`src/hdl/max_heap_priority_queue_top_macros.svh`:
```
// ---------------------------------------------------------------------------
// Max-heap priority queue assertion macros
// Shared concurrent assertion forms for the priority queue modules.
// ---------------------------------------------------------------------------
`ifndef MAX_HEAP_PRIORITY_QUEUE_TOP_MACROS_SVH
`define MAX_HEAP_PRIORITY_QUEUE_TOP_MACROS_SVH

// Same-cycle implication, disabled while reset is asserted.
`define MPQ_ASSERT_IMP(lbl, ck, rst_n, ante, cons, msg) \
	lbl: assert property (@(posedge ck) disable iff (!rst_n) (ante) |-> (cons)) \
		else $error(msg);

// Next-cycle implication, disabled while reset is asserted.
`define MPQ_ASSERT_NXT(lbl, ck, rst_n, ante, cons, msg) \
	lbl: assert property (@(posedge ck) disable iff (!rst_n) (ante) |=> (cons)) \
		else $error(msg);

`endif

```
`src/hdl/mpq_pkg.sv`:
```
// ---------------------------------------------------------------------------
// Max-heap priority queue package
// Operation and status codes, field widths and the result record.
// ---------------------------------------------------------------------------
package mpq_pkg;

	localparam int DATA_W  = 32;
	localparam int OP_W    = 2;
	localparam int STAT_W  = 2;
	localparam int COUNT_W = 9;

	// Operation codes.
	localparam logic [OP_W-1:0] OP_INSERT  = 2'd0;
	localparam logic [OP_W-1:0] OP_EXTRACT = 2'd1;
	localparam logic [OP_W-1:0] OP_CLEAR   = 2'd2;

	// Status codes.
	localparam logic [STAT_W-1:0] STAT_OK    = 2'd0;
	localparam logic [STAT_W-1:0] STAT_EMPTY = 2'd1;
	localparam logic [STAT_W-1:0] STAT_FULL  = 2'd2;

	// One finished result word.
	typedef struct packed {
		logic [COUNT_W-1:0] entry_count;
		logic [STAT_W-1:0]  status;
		logic [DATA_W-1:0]  max_value;
	} mpq_res_t;

endpackage

```
`src/hdl/mpq_ctrl.sv`:
```
// ---------------------------------------------------------------------------
// Heap sequencer
// Runs insert (sift up), extract (sift down) and clear over the heap memory
// with one shared signed comparator.
// ---------------------------------------------------------------------------
`include "max_heap_priority_queue_top_macros.svh"

module mpq_ctrl import mpq_pkg::*; #(
	parameter int CAPACITY = 256,
	parameter int AW       = 8,
	parameter int CW       = 9
) (
	input  logic              clk,
	input  logic              arst_n,
	input  logic              in_valid,
	input  logic [OP_W-1:0]   in_op,
	input  logic [DATA_W-1:0] in_value,
	output logic              in_ready,
	input  logic              slot_free,
	output logic              done,
	output mpq_res_t          res,
	output logic              mem_we,
	output logic [AW-1:0]     mem_waddr,
	output logic [DATA_W-1:0] mem_wdata,
	output logic [AW-1:0]     mem_raddr,
	input  logic [DATA_W-1:0] mem_rdata
);

	localparam int IW = AW + 1;

	localparam logic [3:0] ST_IDLE    = 4'd0;
	localparam logic [3:0] ST_UP_RD   = 4'd1;
	localparam logic [3:0] ST_UP_CMP  = 4'd2;
	localparam logic [3:0] ST_EX_TOP  = 4'd3;
	localparam logic [3:0] ST_EX_LAST = 4'd4;
	localparam logic [3:0] ST_DN_L    = 4'd5;
	localparam logic [3:0] ST_DN_R    = 4'd6;
	localparam logic [3:0] ST_DN_RC   = 4'd7;
	localparam logic [3:0] ST_DN_MV   = 4'd8;
	localparam logic [3:0] ST_FIN     = 4'd9;

	logic [3:0]        state_q;
	logic [CW-1:0]     cnt_q;
	logic [AW-1:0]     pos_q;
	logic [AW-1:0]     bidx_q;
	logic [DATA_W-1:0] mov_q;
	logic [DATA_W-1:0] best_q;
	logic [DATA_W-1:0] res_val_q;
	logic [STAT_W-1:0] res_st_q;

	logic [AW-1:0]     par;
	logic [IW-1:0]     lidx;
	logic [IW-1:0]     ridx;
	logic [IW-1:0]     cnt_ext;
	logic [DATA_W-1:0] cmp_a;
	logic [DATA_W-1:0] cmp_b;
	logic              gt;
	logic              accept;

	assign accept   = in_valid && in_ready;
	assign in_ready = (state_q == ST_IDLE);
	assign done     = (state_q == ST_FIN) && slot_free;

	// Tree neighbors of the current slot.
	assign par     = (pos_q - AW'(1)) >> 1;
	assign lidx    = {pos_q, 1'b1};
	assign ridx    = lidx + IW'(1);
	assign cnt_ext = IW'(cnt_q);

	// Shared signed comparator: cmp_a strictly greater than cmp_b.
	assign gt = $signed(cmp_a) > $signed(cmp_b);

	// Memory addressing, write data and comparator operand selection.
	always_comb begin
		mem_we    = 1'b0;
		mem_waddr = pos_q;
		mem_wdata = mov_q;
		mem_raddr = '0;
		cmp_a     = mov_q;
		cmp_b     = mem_rdata;
		unique case (state_q)
			ST_UP_RD: begin
				mem_raddr = par;
				if (pos_q == '0) begin
					mem_we = 1'b1;
				end
			end
			ST_UP_CMP: begin
				mem_we = 1'b1;
				if (gt) begin
					mem_wdata = mem_rdata;
				end
			end
			ST_EX_TOP: begin
				mem_raddr = AW'(cnt_q - CW'(1));
			end
			ST_DN_L: begin
				if (lidx >= cnt_ext) begin
					mem_we = 1'b1;
				end else begin
					mem_raddr = lidx[AW-1:0];
				end
			end
			ST_DN_R: begin
				mem_raddr = ridx[AW-1:0];
			end
			ST_DN_RC: begin
				cmp_a = mem_rdata;
				cmp_b = best_q;
			end
			ST_DN_MV: begin
				cmp_a  = best_q;
				cmp_b  = mov_q;
				mem_we = 1'b1;
				if (gt) begin
					mem_wdata = best_q;
				end
			end
			default: begin
			end
		endcase
	end

	// Sequencer state and entry count.
	always_ff @(posedge clk or negedge arst_n) begin
		if (!arst_n) begin
			state_q <= ST_IDLE;
			cnt_q   <= '0;
		end else begin
			unique case (state_q)
				ST_IDLE: begin
					if (accept) begin
						priority if (in_op == OP_INSERT) begin
							if (cnt_q >= CW'(CAPACITY)) begin
								state_q <= ST_FIN;
							end else begin
								cnt_q   <= cnt_q + CW'(1);
								state_q <= ST_UP_RD;
							end
						end else if (in_op == OP_EXTRACT) begin
							state_q <= (cnt_q == '0) ? ST_FIN : ST_EX_TOP;
						end else if (in_op == OP_CLEAR) begin
							cnt_q   <= '0;
							state_q <= ST_FIN;
						end else begin
							state_q <= ST_FIN;
						end
					end
				end
				ST_UP_RD:   state_q <= (pos_q == '0) ? ST_FIN : ST_UP_CMP;
				ST_UP_CMP:  state_q <= gt ? ST_UP_RD : ST_FIN;
				ST_EX_TOP: begin
					cnt_q   <= cnt_q - CW'(1);
					state_q <= (cnt_q == CW'(1)) ? ST_FIN : ST_EX_LAST;
				end
				ST_EX_LAST: state_q <= ST_DN_L;
				ST_DN_L:    state_q <= (lidx >= cnt_ext) ? ST_FIN : ST_DN_R;
				ST_DN_R:    state_q <= (ridx < cnt_ext) ? ST_DN_RC : ST_DN_MV;
				ST_DN_RC:   state_q <= ST_DN_MV;
				ST_DN_MV:   state_q <= gt ? ST_DN_L : ST_FIN;
				ST_FIN: begin
					if (slot_free) begin
						state_q <= ST_IDLE;
					end
				end
				default:    state_q <= ST_IDLE;
			endcase
		end
	end

	// Working registers: moving entry, slot position, best child, result.
	always_ff @(posedge clk) begin
		unique case (state_q)
			ST_IDLE: begin
				if (accept) begin
					res_val_q <= '0;
					res_st_q  <= STAT_OK;
					mov_q     <= in_value;
					pos_q     <= AW'(cnt_q);
					if (in_op == OP_INSERT && cnt_q >= CW'(CAPACITY)) begin
						res_st_q <= STAT_FULL;
					end
					if (in_op == OP_EXTRACT && cnt_q == '0) begin
						res_st_q <= STAT_EMPTY;
					end
				end
			end
			ST_UP_CMP: begin
				if (gt) begin
					pos_q <= par;
				end
			end
			ST_EX_TOP: begin
				res_val_q <= mem_rdata;
			end
			ST_EX_LAST: begin
				mov_q <= mem_rdata;
				pos_q <= '0;
			end
			ST_DN_R: begin
				best_q <= mem_rdata;
				bidx_q <= lidx[AW-1:0];
			end
			ST_DN_RC: begin
				if (gt) begin
					best_q <= mem_rdata;
					bidx_q <= ridx[AW-1:0];
				end
			end
			ST_DN_MV: begin
				if (gt) begin
					pos_q <= bidx_q;
				end
			end
			default: begin
			end
		endcase
	end

	assign res.max_value   = res_val_q;
	assign res.status      = res_st_q;
	assign res.entry_count = COUNT_W'(cnt_q);

	// The count never passes the capacity.
	`MPQ_ASSERT_IMP(a_cnt_range, clk, arst_n, 1'b1, cnt_q <= CW'(CAPACITY), "count above capacity")
	// Every write lands inside the live part of the heap.
	`MPQ_ASSERT_IMP(a_wr_live, clk, arst_n, mem_we, IW'(mem_waddr) < cnt_ext, "write beyond count")
	// An empty-heap result reports a count of zero.
	`MPQ_ASSERT_IMP(a_empty_cnt, clk, arst_n, done && res_st_q == STAT_EMPTY, cnt_q == '0,
		"empty status with entries")
	// Handing over a result returns the sequencer to idle.
	`MPQ_ASSERT_NXT(a_done_idle, clk, arst_n, done, state_q == ST_IDLE, "no return to idle")

endmodule
```
`config.mk`:
```
export PLATFORM = sky130hd
export DESIGN_NAME = mpq_ctrl
export DESIGN_NICKNAME = d
export VERILOG_FILES = /design/src/hdl/mpq_pkg.sv /design/src/hdl/mpq_ctrl.sv
export VERILOG_INCLUDE_DIRS = /design/src /design/src/hdl
export SDC_FILE = /design/constraint.sdc
export NUM_CORES = 1
export LEC_CHECK = 0
export BUFFER_PORTS_ARGS = -buffer_cell sky130_fd_sc_hd__buf_2
export CAP_MARGIN = 10
export CORE_UTILIZATION = 50
export CTS_BUF_LIST = sky130_fd_sc_hd__clkbuf_2 sky130_fd_sc_hd__clkbuf_4 sky130_fd_sc_hd__clkbuf_8
export CTS_CLUSTER_SIZE = 10
export DETAILED_ROUTE_END_ITERATION = 7
export PLACE_DENSITY = 0.73
export SLEW_MARGIN = 10
export SYNTH_ARGS = -nofsm -noshare
export SYNTH_HDL_FRONTEND = slang
export SYNTH_SLANG_ARGS = --single-unit
```
`constraint.sdc`:
```
create_clock -name clk -period 16.6 [get_ports clk]
set_clock_uncertainty 0.2 [all_clocks]
set_input_delay 2.49 -clock clk [delete_from_list [all_inputs] [get_ports clk]]
set_output_delay 2.49 -clock clk [all_outputs]
set_load 0.005 [all_outputs]
```
==> results of run 1 <==
## layout make-up
cell class | instances | area [um^2] | share of cell area, %
Antenna cell | 1 | 2.50 | 0.0250
Clock inverter | 15 | 160 | 1.60
Timing Repair Buffer | 171 | 876 | 8.74
Inverter | 21 | 78.8 | 0.786
Clock buffer | 17 | 234 | 2.33
Tap cell | 220 | 275 | 2.75
Sequential cell | 127 | 3750 | 37.4
Multi-Input combinational cell | 635 | 4650 | 46.4
## per-stage QoR
stage | hold WS [ps] | setup WS (ps) | power (mW) | util, %
after floorplan | 284 | 8780 | 1.23 | -
after global placement | 288 | 8300 | 1.50 | 57.2
after detailed placement | 307 | 8220 | 1.52 | 57.2
after CTS | 322 | 8000 | 1.80 | 59.5
after global routing | 335 | 7640 | 1.93 | 59.6
final | 316 | 7980 | 1.80 | 59.6
## final timing paths
| kind | to | depth (start not counted) | slack (ps) | from |
|---|---|---|---|---|
| worst min-delay path | mem_waddr[2] | 2 | 320 | bidx_q[2] |
| worst min register to register | mem_waddr[2] | 2 | 320 | bidx_q[2] |
| min in group asynchronous | cnt_ext[1] | 1 | 1720 | arst_n |
| worst max register to register | best_q[31] | 15 | 10420 | state_q[3] |
| max in group asynchronous | cnt_ext[6] | 1 | 14240 | arst_n |
| worst max-delay path | mem_wdata[19] | 15 | 7980 | state_q[3] |
## layer usage
metal	vias up	share of wire [%]	track usage (%)
met2	304	48	41.7
met3	28	6.5	5.06
met5	-	0.056	0
met1	3593	45	36.3
met4	2	1.1	7.12
li1	3507	-	-
## flip-flops by register name, summed over array words and instances, names as in the netlist
name / cells
best_q: 32
bidx_q: 8
cnt_ext: 9
mem_waddr: 8
mov_q: 32
res_st_q: 2
res_val_q: 32
state_q: 4
## critical path: stages (launching register included)
cell       delay (ps)
dfrtp_1           690
nand2b_1          330
nor2_4             60
buf_4             360
nor2_4            640
buf_4             450
a21oi_1           130
ha_1              300
nor2b_1           130
o211ai_1           90
a2111o_1          380
o211ai_2          100
a311oi_1          150
or4_2            1180
o2bb2ai_1         290
buf_2             170
## cells by family after synthesis
| group | count (synthesis) | synth area share, % |
|---|---|---|
| and+or+nand+nor | 253 | 13.9 |
| buffers and inverters | 81 | 4.27 |
| AOI/OAI and AO/OA | 270 | 24.3 |
| adders and majority gates | 54 | 7.75 |
| muxes | 32 | 4.13 |
| DFF | 127 | 43.0 |
| xor gates and xnor gates | 26 | 2.61 |
## layout by cell type (no fill, tap or decap), types with 5 or more instances in the layout
master,synthesis,routed
clkbuf_8,0,17
ha_1,54,54
a21oi_1,59,59
nand2_1,105,103
nand3_1,16,16
o2bb2ai_2,30,30
nand2b_1,5,5
nand4_1,9,9
buf_2,10,163
buf_4,0,8
xnor2_1,17,17
nor2_1,37,35
mux2_2,32,32
a22o_1,32,32
xor2_1,9,9
nor3_1,16,15
and2_1,34,33
a22oi_1,72,72
inv_6,0,5
a221o_1,6,6
o21ai_0,28,27
clkinvlp_4,0,5
dfrtp_1,13,13
nor2b_1,6,6
nor4_1,6,6
edfxtp_1,114,114
inv_1,21,21
## power by group
part | internal (mW) | total (mW) | leakage (nW) | switching [mW]
logic | 0.386 | 0.954 | 2.50 | 0.568
registers | 0.468 | 0.571 | 1.22 | 0.103
clock network | 0.135 | 0.273 | 0.186 | 0.138
==> out/metrics.cfg, run 1 <==
[placed_design]
dp_hpwl_mm=15.9
place.port_buffers=163
gp_congestion=0.909
dp_cells=1173
dpl-instance-area_um2=9620

[finish]
final_design_area_no_fill_um2=10000
final_nets=1097
fill_cells=1468
syn2layout_area_growth_pct=14.9
drive_above_1_share_pct=28.2
fin_cells=1207

[routing]
routed_wl_mm=23.4
routedWlPerCell_um=19.4
drc_errors=0
vias=7434
via_per_inst=6.16
drtAntennaViolNets=0
drt_iter0_drc=746
drtPass1Iterations=5

[die]
die-area_um2=18000
die_y_um=134
coreArea_um2=16800
io-pin-count=164
die-width_um=134
placementRows=47
initial_utilization_pct=51.9

[logic_synthesis]
synth_area_um2=8720
synth_edf_count=114
ys_seq_area_share_pct=43.0
ys_ff_latch=127
synth_nets=967
synth_top_area_share_pct=39.2
synth_commonest_cells=edfxtp_1, nand2_1, a22oi_1
synth_ff_type=edfxtp_1
async_reset_ff_share_pct=10.2
synthCells=843
yosysWarningCount=0
syn_area_per_cell_um2=10.3
synth.largest_area_cell=edfxtp_1
yosysMostFrequentCell=edfxtp_1
synthDistinctLibCells=58
synth.area.top_cells=edfxtp_1, ha_1, a22oi_1

[timing]
fmax_mhz=116
rsz0062_at_grt=no
setup_viol=0
tightest_slew_ps=1080
min_period_ps=8620
finalCritPeriodShare_pct=51.9
final_hold_viol_count=0
drv_slew=0
relSlewSlack_pct=27.1
fin_setup_tns_ps=0

[hold_path]
min_path_type=reg -> reg

[clocking]
insertion_delay_ps=450
cts_buffer_depth=2
cts_tree=built
clkSlewWorstSetupHoldPaths_ps=80
cts_setup_buffers=0
cts_root_buf=clkbuf_8
cts_hold_buf=0
cts.sinks=127
cts-buffers-inserted=17
cts_resized=0
htree_levels=4

[status]
outcome=finished clean

[power]
ir_drop_uv=151
p_leak_nw=3.91
p_per_area_nw_per_um2=179

[setup_path]
crit_required_ps=13910
start_kind=flip-flop
critPathCaptureType=primary output
critPathKind=reg -> out
crit_fanout=71
cp.arrival_ps=5930

[global_routing]
grt_max_degree=72
grt_pass1_vias=6845
overflow=0
grt_pass1_wl_mm=36.7
antenna_found_initial=3
grtUsageTotal_pct=26.1

[flow_run]
cap_violations=0

Note: power is estimated with default switching activity, not from simulation.
==> run 2, diff against run 1 <==
--- a/config.mk
+++ b/config.mk
@@ -12,7 +12,7 @@
 export CTS_BUF_LIST = sky130_fd_sc_hd__clkbuf_2 sky130_fd_sc_hd__clkbuf_4 sky130_fd_sc_hd__clkbuf_8
 export CTS_CLUSTER_SIZE = 10
 export DETAILED_ROUTE_END_ITERATION = 7
-export PLACE_DENSITY = 0.73
+export PLACE_DENSITY = 0.76
 export SLEW_MARGIN = 10
 export SYNTH_ARGS = -nofsm -noshare
 export SYNTH_HDL_FRONTEND = slang
==> constraint.sdc (replaced) <==
create_clock -name clk -period 6.9 [get_ports clk]
set_clock_uncertainty 0.2 [all_clocks]
set_input_delay 1.035 -clock clk [delete_from_list [all_inputs] [get_ports clk]]
set_output_delay 1.035 -clock clk [all_outputs]
set_load 0.005 [all_outputs]
==> out/metrics.cfg, run 2 (synthesis gave the netlist of run 1 again) <==
[die]
initial_utilization_pct=51.9  ; unchanged
die-area_um2=18000  ; unchanged
die-width_um=134  ; unchanged
die_y_um=134  ; unchanged
io-pin-count=164  ; unchanged
placementRows=47  ; unchanged
coreArea_um2=16800  ; unchanged

[power]
p_sw_mw=1.92  ; +140%
p_per_area_nw_per_um2=434  ; +140%
p_int_mw=2.44  ; +150%
switching_share_pct=44.1  ; -0.91 points
p_comb_share_pct=53.9  ; +0.8 points
p_seq_share_pct=31.5  ; -0.2 points
p_leak_nw=3.94  ; +0.75%
p_clk_share_pct=14.6  ; -0.6 points
ir_drop_uv=198  ; +31%

[global_routing]
grt_pass1_vias=6982  ; +2.0%
antenna_found_initial=0  ; -3
grt_max_degree=69  ; -4.2%
overflow=0  ; unchanged
grtUsageTotal_pct=26.9  ; +0.78 points
grt_pass1_wl_mm=37.5  ; +2.2%

[setup_path]
cp-endpoint=mem_wdata[14]
path_buf_inv=3  ; unchanged
rrSetupSlack_ps=1690  ; -8730 ps
cp_slowest_cell=dfrtp_1
crit_required_ps=5660  ; -8250 ps
critPathTopFamily=compound AO/OA/AOI/OAI gates
cp.arrival_ps=5170  ; -760 ps
crit_start=state_q[3]
critPathKind=reg -> out
cp_num_cells=15  ; unchanged
cp_common_cell=a21oi_1
critPathCaptureType=primary output
reg2reg_from=state_q[3]
r2r-end=best_q[10]
start_kind=flip-flop
slowest_delay_ps=660  ; -520 ps
crit_fanout=68  ; -4.2%
cp_cell_sequence=nor2b_1 > and2_4 > buf_12 > a22o_1 > a21oi_1 > ha_1 > a21oi_1 > o21ai_0 > a221oi_1 > o211ai_2 > a311oi_1 > or3_4 > buf_4 > o2bb2ai_1 > buf_2
worstRegToRegCells=14  ; -1

[timing]
rsz0062_at_grt=no
fin_setup_tns_ps=0  ; unchanged
final_hold_viol_count=0  ; unchanged
tightest_slew_ps=1210  ; +130 ps
setup_viol=0  ; unchanged
drv_slew=0  ; unchanged
fmax_mhz=156
relSlewSlack_pct=19.1  ; -8.0 points
setup_ws_ps=498  ; -7480 ps
min_period_ps=6400
finalCritPeriodShare_pct=92.8

[routing]
drc_errors=0  ; unchanged
routedWlPerCell_um=19.6  ; +1.1%
drtAntennaViolNets=0  ; unchanged
routed_wl_mm=23.6  ; +1.2%
drtPass1Iterations=5  ; unchanged
drt_iter0_drc=765  ; +2.5%
vias=7421  ; -0.17%
via_per_inst=6.14  ; -0.26%

[finish]
fill_cells=1493  ; +1.7%
syn2layout_area_growth_pct=15.3
final_design_area_no_fill_um2=10100  ; +0.30%
layout_common_cells=buf_2, edfxtp_1, nand2_1
final_common_cell=buf_2
top_regs=best_q (32), mov_q (32), res_val_q (32)
fin_util_pct=59.8  ; +0.18 points
drive_above_1_share_pct=27.8  ; -0.36 points
n_antenna_cell=0  ; -1
fin_cells=1208  ; +0.083%
final_nets=1101  ; +0.36%

[clocking]
cts_setup_buffers=0  ; unchanged
cts.sinks=127  ; unchanged
insertion_delay_ps=440  ; about the same
cts_root_buf=clkbuf_8
cts_buffer_depth=2  ; unchanged
clkSlewWorstSetupHoldPaths_ps=70  ; about the same
htree_levels=4  ; unchanged
cts_tree=built
cts-buffers-inserted=17  ; unchanged

[placed_design]
gp_congestion=0.903  ; -0.66%
dp_cells=1178  ; +0.43%
place.port_buffers=163  ; unchanged
post-place-ws_ps=846  ; -7370 ps
dpl-instance-area_um2=9670  ; +0.52%
dp_hpwl_mm=16.2  ; +1.7%

[hold_path]
min_path_type=in -> async

[flow_run]
cap_violations=0  ; unchanged

[status]
outcome=finished clean

-- run 2: cell types whose count changed in the layout (fill, tap and decap cells not counted), moves of 3 or more --
| cell | before | now |
|---|---|---|
| clkinvlp_4 | 5 | 1 |
| inv_6 | 5 | 0 |
| clkinv_1 | 0 | 5 |
| clkbuf_4 | 0 | 3 |
| buf_4 | 8 | 11 |
-- run 2: metrics by stage --
stage	power, mW	hold WS, ps
after global routing	4.69	272
after detailed placement	3.70	307
after global placement	3.67	295
after CTS	4.35	269
after floorplan	2.95	284
final	4.36	281
-- run 2: power by group through the flow --
stage | sequential [mW] | clock, mW | combinational, mW
3_3_place_gp | 1.38 | 0 | 2.29
5_1_grt | 1.40 | 0.685 | 2.61
6_report | 1.37 | 0.638 | 2.35
4_1_cts | 1.37 | 0.650 | 2.34
3_5_place_dp | 1.38 | 0 | 2.32
2_1_floorplan | 1.27 | 0 | 1.69
-- run 2: cell type report --
cell class / count / area (um^2) / share of cell area [%]
Clock buffer: 20 / 256 / 2.55
Clock inverter: 10 / 121 / 1.21
Inverter: 21 / 78.8 / 0.784
Multi-Input combinational cell: 635 / 4650 / 46.3
Sequential cell: 127 / 3750 / 37.3
Tap cell: 220 / 275 / 2.74
Timing Repair Buffer: 175 / 918 / 9.14
-- run 2: how the worst min path moves through the flow --
| stage | slack (ps) | cells past startpoint | endpoint | from |
|---|---|---|---|---|
| detailed placement | 310 | 2 | mem_waddr[2] | bidx_q[2] |
| floorplan | 280 | 2 | mem_waddr[2] | bidx_q[2] |
| CTS | 270 | 1 | cnt_ext[2] | arst_n |
| global placement | 290 | 2 | mem_waddr[3] | bidx_q[3] |
| global route | 270 | 1 | cnt_ext[2] | arst_n |
| finish | 280 | 1 | cnt_ext[2] | arst_n |
-- run 2: metal layers --
metal | vias to the layer above | GRT usage, % | part of all wire [%]
li1 | 3509 | - | -
met1 | 3587 | 37.9 | 45
met2 | 301 | 41.8 | 47
met3 | 24 | 5.59 | 6.5
met4 | 0 | 7.93 | 1.6
met5 | - | 0 | 0
-- run 2: what timing repair did --
item | in CTS | in global routing
setup endpoints to repair | 0 | 25
hold buffers | 0 | 0
resized for setup | 0 | 2
